$ cat src/rtl/awpg_pkg.sv
// shared types and constants of the area weighted priority grid
// used by awpg_ctrl, awpg_dp and area_weighted_priority_grid_unit
`default_nettype none

package awpg_pkg;

    localparam int WEIGHT_W  = 48;   // cell weight, Q32.16
    localparam int PRIO_W    = 24;   // priority, Q8.16
    localparam int Q_W       = 17;   // ratio, Q1.16
    localparam int FRAC_W    = 16;
    localparam int GEO_W     = 24;   // signed scene coordinate math
    localparam int DIM_W     = 13;
    localparam int GRID_W    = 5;
    localparam int COORD_W   = 16;
    localparam int SEL_W     = 8;
    localparam int OP_W      = 2;
    localparam int ST_W      = 2;
    localparam int DIV_STEPS = 16;
    localparam int DCNT_W    = 5;
    localparam int PART_W    = 16;
    localparam int MUL_PARTS = 3;    // WEIGHT_W / PART_W
    localparam int PADDR_W   = 4;
    localparam int PDATA_W   = 32;

    localparam logic [Q_W-1:0] ONE_Q = 17'h10000;

    localparam logic [OP_W-1:0] OP_ADD  = 2'd0;
    localparam logic [OP_W-1:0] OP_RECT = 2'd1;
    localparam logic [OP_W-1:0] OP_CELL = 2'd2;
    localparam logic [OP_W-1:0] OP_NONE = 2'd3;

    localparam logic [ST_W-1:0] ST_OK    = 2'd0;
    localparam logic [ST_W-1:0] ST_ZERO  = 2'd1;
    localparam logic [ST_W-1:0] ST_RANGE = 2'd2;

    localparam logic [1:0] REG_CELL_WIDTH  = 2'd0;
    localparam logic [1:0] REG_CELL_HEIGHT = 2'd1;
    localparam logic [1:0] REG_GRID_COLS   = 2'd2;
    localparam logic [1:0] REG_GRID_ROWS   = 2'd3;

    typedef struct packed {
        logic clr;
        logic start;
        logic rd;
        logic area;
        logic dstart;
        logic dstep;
        logic mstep;
        logic wb;
        logic next;
        logic fstart;
        logic out_load;
    } t_cmd;

    typedef struct packed {
        logic [OP_W-1:0] op;
        logic            clr_last;
        logic            out_of_range;
        logic            empty_grid;
        logic            overlap;
        logic            div_done;
        logic            mul_last;
        logic            last_cell;
        logic            total_zero;
        logic            out_free;
    } t_sts;

endpackage

`default_nettype wire

$ cat src/rtl/awpg_ctrl.sv
// sequencer of the priority grid: clearing pass, cell walk, divides, result
// depends on awpg_pkg for the command and status structs
`default_nettype none

module awpg_ctrl (
    input  wire logic          i_clk,
    input  wire logic          i_rst_n,
    input  wire logic          i_valid,
    output logic               o_stall,
    input  wire awpg_pkg::t_sts i_sts,
    output awpg_pkg::t_cmd     o_cmd
);

    typedef enum logic [12:0] {
        S_CLEAR = 13'b0000000000001,
        S_IDLE  = 13'b0000000000010,
        S_CHECK = 13'b0000000000100,
        S_RD    = 13'b0000000001000,
        S_AREA  = 13'b0000000010000,
        S_DST   = 13'b0000000100000,
        S_DIV   = 13'b0000001000000,
        S_MUL   = 13'b0000010000000,
        S_WB    = 13'b0000100000000,
        S_NEXT  = 13'b0001000000000,
        S_FIN   = 13'b0010000000000,
        S_FDIV  = 13'b0100000000000,
        S_OUT   = 13'b1000000000000
    } t_state;

    t_state r_state;
    t_state n_state;

    always_ff @(posedge i_clk) begin
        if (!i_rst_n) begin
            r_state <= S_CLEAR;
        end else begin
            r_state <= n_state;
        end
    end

    always_comb begin
        n_state = r_state;
        o_cmd   = '0;
        case (r_state)
            S_CLEAR: begin
                o_cmd.clr = 1'b1;
                if (i_sts.clr_last) n_state = S_IDLE;
            end
            S_IDLE: begin
                if (i_valid) begin
                    o_cmd.start = 1'b1;
                    n_state     = S_CHECK;
                end
            end
            S_CHECK: begin
                if (i_sts.op == awpg_pkg::OP_NONE || i_sts.out_of_range) begin
                    n_state = S_OUT;
                end else if (i_sts.empty_grid) begin
                    n_state = S_FIN;
                end else begin
                    n_state = S_RD;
                end
            end
            S_RD: begin
                o_cmd.rd = 1'b1;
                n_state  = S_AREA;
            end
            S_AREA: begin
                o_cmd.area = 1'b1;
                if (i_sts.overlap && (i_sts.op == awpg_pkg::OP_ADD ||
                                      i_sts.op == awpg_pkg::OP_RECT)) begin
                    n_state = S_DST;
                end else begin
                    n_state = S_NEXT;
                end
            end
            S_DST: begin
                o_cmd.dstart = 1'b1;
                n_state      = S_DIV;
            end
            S_DIV: begin
                if (i_sts.div_done) begin
                    n_state = S_MUL;
                end else begin
                    o_cmd.dstep = 1'b1;
                end
            end
            S_MUL: begin
                o_cmd.mstep = 1'b1;
                if (i_sts.mul_last) n_state = S_WB;
            end
            S_WB: begin
                o_cmd.wb = 1'b1;
                n_state  = S_NEXT;
            end
            S_NEXT: begin
                o_cmd.next = 1'b1;
                n_state    = i_sts.last_cell ? S_FIN : S_RD;
            end
            S_FIN: begin
                if (i_sts.op == awpg_pkg::OP_ADD || i_sts.total_zero) begin
                    n_state = S_OUT;
                end else begin
                    o_cmd.fstart = 1'b1;
                    n_state      = S_FDIV;
                end
            end
            S_FDIV: begin
                if (i_sts.div_done) begin
                    n_state = S_OUT;
                end else begin
                    o_cmd.dstep = 1'b1;
                end
            end
            S_OUT: begin
                if (i_sts.out_free) begin
                    o_cmd.out_load = 1'b1;
                    n_state        = S_IDLE;
                end
            end
            default: begin
                n_state = S_IDLE;
            end
        endcase
    end

    assign o_stall = (r_state != S_IDLE);

endmodule

`default_nettype wire

$ cat config.mk
export PLATFORM = sky130hd
export DESIGN_NAME = awpg_ctrl
export DESIGN_NICKNAME = d
export VERILOG_FILES = /design/src/rtl/awpg_pkg.sv /design/src/rtl/awpg_ctrl.sv
export SDC_FILE = /design/constraint.sdc
export NUM_CORES = 1
export LEC_CHECK = 0
export BUFFER_PORTS_ARGS = -buffer_cell sky130_fd_sc_hd__buf_4
export CAP_MARGIN = 40
export CORE_MARGIN = 5
export CORE_UTILIZATION = 30
export CTS_CLUSTER_SIZE = 30
export DETAILED_ROUTE_END_ITERATION = 7
export PLACE_DENSITY_LB_ADDON = 0.2
export SLEW_MARGIN = 10
export SYNTH_ARGS = -nofsm -noshare
export SYNTH_HDL_FRONTEND = slang
export SYNTH_SLANG_ARGS = --single-unit
$ cat constraint.sdc
create_clock -name i_clk -period 2.3 [get_ports i_clk]
set_input_delay 0.46 -clock i_clk [delete_from_list [all_inputs] [get_ports i_clk]]
set_output_delay 0.46 -clock i_clk [all_outputs]
set_load 0.01 [all_outputs]
# [After elaboration in Yosys (flattened, before gate mapping)]
# Index checks and enable logic that the tools add are counted.
[classes] eq_ne=22 n_mux=27 reduce_logical=7
[ops] op="$pmux W13 S13" n=1
[ops] op="$mux W13" n=8
[ops] op="$mux W11" n=2
[ops] op="$mux W1" n=15
[ops] op="$eq A13 B1 Y1 const B" n=1
[ops] op="$eq A13 B10 Y1 const B" n=1
[ops] op="$eq A13 B11 Y1 const B" n=1
[ops] op="$eq A13 B12 Y1 const B" n=1
[ops] op="$eq A13 B13 Y1 const B" n=1
[ops] op="$eq A13 B2 Y1 const B" n=1
[ops] op="$eq A13 B3 Y1 const B" n=1
[ops] op="$eq A13 B4 Y1 const B" n=1
[ops] op="$eq A13 B5 Y1 const B" n=1
[ops] op="$eq A13 B6 Y1 const B" n=1
[ops] op="$eq A13 B7 Y1 const B" n=1
[ops] op="$eq A13 B8 Y1 const B" n=1
[ops] op="$eq A13 B9 Y1 const B" n=1
[ops] op="$ne A13 B2 Y1 const B" n=1
[ops] op="$ne A2 B2 Y1 const B" n=6
[ops] op="$mux W10" n=1
[ops] op="$reduce_and A6 Y1" n=1
[ops] op="$logic_or A1 B1 Y1" n=3
[ops] op="$eq A2 B1 Y1 const B" n=1
[ops] op="$eq A2 B2 Y1 const B" n=1
[ops] op="3 further kinds" n=3
[word_totals] register_bits=13 inputBits=14 output_inout_bits=12 wordCells=57

# [Longest topological paths before layout]
# Gate-level depths: netlist (run 1).
[depth] depth_word=5 mapped_depth=6 depth_no_buf=5

# [Least setup slack after synthesis (run 1)]
# No wires, ideal clock.
[synth_timing] path_kind="flip-flop to output port" from="register r_state[2]" to="output port o_cmd[6] (netlist bit)" arrival_ns=1.633 required_ns=1.840 slack_ns=0.207 path_stages_with_launch=6 path_buffers=1 path_cell_list="dfxtp_1 -> buf_2 -> nor4_4 -> nand3_1 -> or3_1 -> nor3b_2"
[synth_lines] item="start, declared" line_no="awpg_ctrl.sv:30" rtl="t_state r_state;"
[synth_lines] item="start signal, assigned" line_no="awpg_ctrl.sv:37" rtl="r_state <= n_state;"
[synth_lines] item="end, declared" line_no="awpg_ctrl.sv:11" rtl="output awpg_pkg::t_cmd o_cmd"

==> results of run 1 <==
## through the flow
step	hold slack (ps)	util (%)	setup slack [ps]
finish	364	44.9	13.5
global route	360	44.9	-81.5
CTS	356	42.1	5.57
detailed placement	574	39.3	161
global placement	568	39.3	249
floorplan	563	-	207
## Yosys cell counts (3+ instances only)
cell type | number | area share [%]
dfxtp_1 | 13 | 27
nor2_1 | 9 | 3.5
o21a_1 | 7 | 5.4
nand2_1 | 5 | 1.9
nor2b_1 | 5 | 3.2
nor3_1 | 5 | 2.6
nor4_1 | 5 | 3.2
and3_1 | 4 | 2.6
nand4b_1 | 4 | 3.6
nor3b_1 | 4 | 3.1
nand2b_1 | 3 | 1.9
nand3_1 | 3 | 1.5
nand4_1 | 3 | 1.9
or3_1 | 3 | 1.9
xnor2_1 | 3 | 2.7
## cells by family (layout without fill, tap and decap cells)
family	after synthesis	after routing	share of synthesized area, %
XOR/XNOR	5	5	4.48
AND/OR/NAND/NOR	69	69	48.3
buffers and inverters	8	45	4.86
flip-flops	13	13	26.6
AO/OA/AOI/OAI	21	21	15.7
## worst min path at each step
stage          depth (start not counted)          to
2_1_floorplan                          2  r_state[0]
3_3_place_gp                           2  r_state[6]
3_5_place_dp                           2  r_state[6]
4_1_cts                                2  r_state[0]
5_1_grt                                2  r_state[0]
6_report                               2  r_state[0]
## power breakdown
group / internal [mW] / leakage, nW / switching (mW)
Combinational: 0.0676 / 0.429 / 0.0683
Sequential: 0.229 / 0.109 / 0.0121
Clock: 0.0672 / 0.0150 / 0.0787
Total: 0.364 / 0.553 / 0.159
## routing by layer
metal	vias up	wire length [um]	global-route usage, %
li1	517	-	-
met1	491	1220	17.3
met2	43	1410	22.8
met3	2	212	2.53
met4	0	27	5.57
met5	-	0	0
## timing repair
action                                  in CTS  in global routing
endpoints found under the setup margin       8                 11
setup buffers                                3                  6
gates resized for setup                     10                 12
pin swaps                                    6                  4
## final cells by class
class,instances,area share [%]
clock buffers,4,1.89
repair buffers,39,21.5
inverters,2,0.539
well taps,44,3.95
multi-input cells,95,52.4
flip-flops and latches,13,19.7
## worst reg2reg max path, delay by kind of cell, from the launching register on
kind / cells / cell delay [ps]
compound gates: 2 / 390
simple gates: 3 / 1170
flops: 1 / 380
==> impl_metrics.tcl, run 1 <==
set metrics [dict create \
    worstPathMaxFanout 5 \
    synthesis.area_um2 978 \
    core_um2 3100 \
    crit_path_end "o_cmd[6]" \
    clk_path_buf_depth 2 \
    cp_cell_sequence "nor4_4 -> nand3_1 -> or3_4 -> nor3b_4 -> buf_6" \
    yosysSeqAreaShare_pct 26.6 \
    cts_root_buf "clkbuf_4" \
    num_vias 1053 \
    grt.overflow.total 0 \
    areaGrowthSynthToFinish_pct 42.5 \
    dpl.cell_count 184 \
    cts_tree "built" \
    crit_start "r_state[0]" \
    path_delay_family "simple AND/OR/NAND/NOR gates" \
    antenna_found_initial 0 \
    synth_area_per_cell_um2 8.43 \
    setup_viol 0 \
    period_minus_slack_ps 2290 \
    ant_nets 0 \
    fmax_mhz 437 \
    critPathMaxStageDelay_ps 390 \
    timing.rr.end "r_state[12]" \
    syn_inst 116 \
    die_w_um 67.1 \
    io_buffers 25 \
    power_leakage_nw 0.553 \
    die_area_um2 4500 \
    rsz0062_at_grt "yes" \
    async_reset_ff_share_pct 0 \
    top_register "r_state" \
    critical_path_class "register to primary output" \
    max_slew_margin_pct 71.4 \
    io_pins 26 \
    diodes 0 \
    ys_types 42 \
    seq_area_um2 274 \
    crit_buf_inv 1 \
    worstHoldStart "i_sts[8]" \
    wire_per_inst_um 14.6 \
    maxCapViolations 0 \
    cts.hold.buffers_added 0 \
    htreeDepth 1 \
    hold_viol 0 \
    gp_congestion 0.816 \
    ys_ff_latch 13 \
    hold_path_class "primary input to register" \
    status "complete, no violations" \
    multi_input_area_um2 731 \
    grt_pass1_vias 1012 \
    clk-insertion-delay-late_ps 280 \
    vdd_drop_max_mv 0.162 \
    post-route-period-util_pct 99.4 \
    cp.arrival_ps 1830 \
    yosys_warnings 0 \
    end_kind "primary output" \
    startpoint_type "register" \
    synth_nets 130 \
    drt-total-wl_um 2870 \
    finalNetCount 168 \
    largest_register_ffs 13 \
    rows 20 \
    final_cells 197 \
    cp.depth 5 \
    skew_ps 3.08 \
    n_fill_cell 335 \
    placed_cell_area_um2 1220 \
    drive_gt1_share_pct 41.8 \
    dp_hpwl_um 2110 \
    clk_pin_slew_ps 90 \
    timing_worst_slew_pin_value_ps 427 \
    via_per_inst 5.35 \
    drv_slew 0 \
    grt_start_max_net_pins 16 \
    r2r-start "r_state[7]" \
    regToRegSetupSlack_ps 320 \
    total_power_uw 523 \
    cp_slowest_cell "or3_4" \
    cts.sinks 13 \
    reg_top3 "r_state (13)" \
    p_per_area_nw_per_um2 375 \
    fin_tns_setup_ps 0 \
    drt-pass1-iter-count 4 \
    grt_pass1_wl_um 4720 \
    floorplan.initialDensity_pct 31.5 \
    drc 0 \
    die_h_um 67.1 \
    dr.first_iter.drc_count 77 \
    cts_made_buffers 3 \
    design_area_um2 1390 \
    ys.flop_type "dfxtp_1" \
    synth_edf_count 0 \
    grt_use_total_pct 13.7 \
    reg2reg_depth 5 \
    worstPathRequired_ps 1840 \
    mostFrequentLayoutCell "buf_4" \
    mostFrequentLayoutCells "buf_4, nor2_1, o21a_1" \
]
(Power assumes the default switching activity.)
==> run 2, diff against run 1 <==
CORE_UTILIZATION = 50   (was 30)
==> impl_metrics.tcl, run 2 (same netlist as run 1, synthesis figures left out) <==
set metrics [dict create \
    status "complete, but fails checks" \
    violations "setup timing" \
    fmax_mhz 432 \
    largest_register_ffs 13 \
    whs_ps 379 \
    mostFrequentLayoutCell "buf_4" \
    core_um2 1920 \
    hold_path_class "primary input to register" \
    rows 16 \
    clk_path_buf_depth 2 \
    timing_worst_slew_pin_value_ps 416 \
    grt_use_total_pct 22.0 \
    drt-pass1-iter-count 4 \
    total_power_uw 543 \
    drv_slew 0 \
    vdd_drop_max_mv 0.352 \
    startpoint_type "register" \
    drt-total-wl_um 3150 \
    cp_slowest_cell "dfxtp_1" \
    via_per_inst 5.98 \
    worstPathMaxFanout 6 \
    dr.first_iter.drc_count 42 \
    critical_path_class "register to primary output" \
    hold_viol 0 \
    clk-insertion-delay-late_ps 290 \
    rsz0062_at_grt "yes" \
    grt.overflow.total 0 \
    dp_hpwl_um 2140 \
    cts.sinks 13 \
    clk_pin_slew_ps 80 \
    top_register "r_state" \
    ant_nets 0 \
    placed_cell_area_um2 1240 \
    areaGrowthSynthToFinish_pct 44.0 \
    p_per_area_nw_per_um2 385 \
    worstPathRequired_ps 1840 \
    post-place-ws_ps 198 \
    drive_gt1_share_pct 43.4 \
    maxCapViolations 0 \
    io_buffers 25 \
    reg_top3 "r_state (13)" \
    drc 0 \
    max_slew_margin_pct 72.2 \
    die_area_um2 2940 \
    period_minus_slack_ps 2320 \
    cts.hold.buffers_added 0 \
    cts_made_buffers 3 \
    end_kind "primary output" \
    num_vias 1112 \
    die_w_um 54.2 \
    mostFrequentLayoutCells "buf_4, dfxtp_1, nor2_1" \
    finalNetCount 174 \
    diodes 0 \
    grt_start_max_net_pins 16 \
    fin_ws_ps -16.6 \
    setup_viol 1 \
    die_h_um 54.2 \
    cp_cell_sequence "nor4_4 -> buf_4 -> nand4b_1 -> nor3b_2 -> buf_4" \
    cpMostUsedCell "buf_4" \
    cts_tree "built" \
    gp_congestion 0.880 \
    antenna_found_initial 0 \
    critPathMaxStageDelay_ps 360 \
    htreeDepth 1 \
    grt_pass1_wl_um 4710 \
    cts_root_buf "clkbuf_4" \
    cp.arrival_ps 1860 \
    skew_ps 8.27 \
    io_pins 26 \
    power_leakage_nw 0.580 \
    wire_per_inst_um 16.9 \
    floorplan.initialDensity_pct 50.9 \
    post-route-period-util_pct 101 \
    design_area_um2 1410 \
    grt_pass1_vias 1021 \
]
run 2: metrics by stage:
step / setup TNS (ps) / cells / util, %
floorplan: 0 / 116 / -
global placement: 0 / 173 / 64.6
detailed placement: 0 / 173 / 64.6
CTS: 0 / 178 / 67.4
global route: -406 / 186 / 73.3
finish: -16.6 / 186 / 73.3
run 2: layout make-up:
type	instances	area, um^2
Clock buffer	4	26.3
Inverter	2	7.51
Fill cell	162	513
Timing Repair Buffer	45	342
Tap cell	27	33.8
Multi-Input combinational cell	95	729
Sequential cell	13	270
run 2: what timing repair did:
action / in CTS / in global routing
gates resized for setup: 4 / 14
endpoints found under the setup margin: 8 / 10
pin swaps: 1 / 10
buffers inserted: 1 / 8
run 2: final timing paths:
check	start	slack, ps	cells after the start	to
max	r_state[2]	-20	5	o_cmd[3]
min	i_sts[8]	380	2	r_state[0]
max reg2reg	r_state[4]	340	5	r_state[12]
min reg2reg	r_state[0]	650	2	r_state[0]
run 2: critical path, delay by kind of cell (launching register included):
kind	cells	cell delay, ps
AND/OR/NAND/NOR	3	860
flip-flops	1	360
buffers and inverters	2	360
run 2: where the power goes:
group | total [mW] | switching (mW) | leakage (nW) | internal (mW)
clock | 0.152 | 0.0850 | 0.0150 | 0.0674
combinational | 0.148 | 0.0739 | 0.458 | 0.0741
sequential | 0.242 | 0.0117 | 0.108 | 0.230
run 2: layer usage:
layer / vias up / part of all wire, % / track usage [%]
li1: 526 / - / -
met1: 534 / 42 / 28.5
met2: 45 / 50 / 37.1
met3: 7 / 5.8 / 3.00
met4: 0 / 1.4 / 7.47
met5: - / 0 / 0
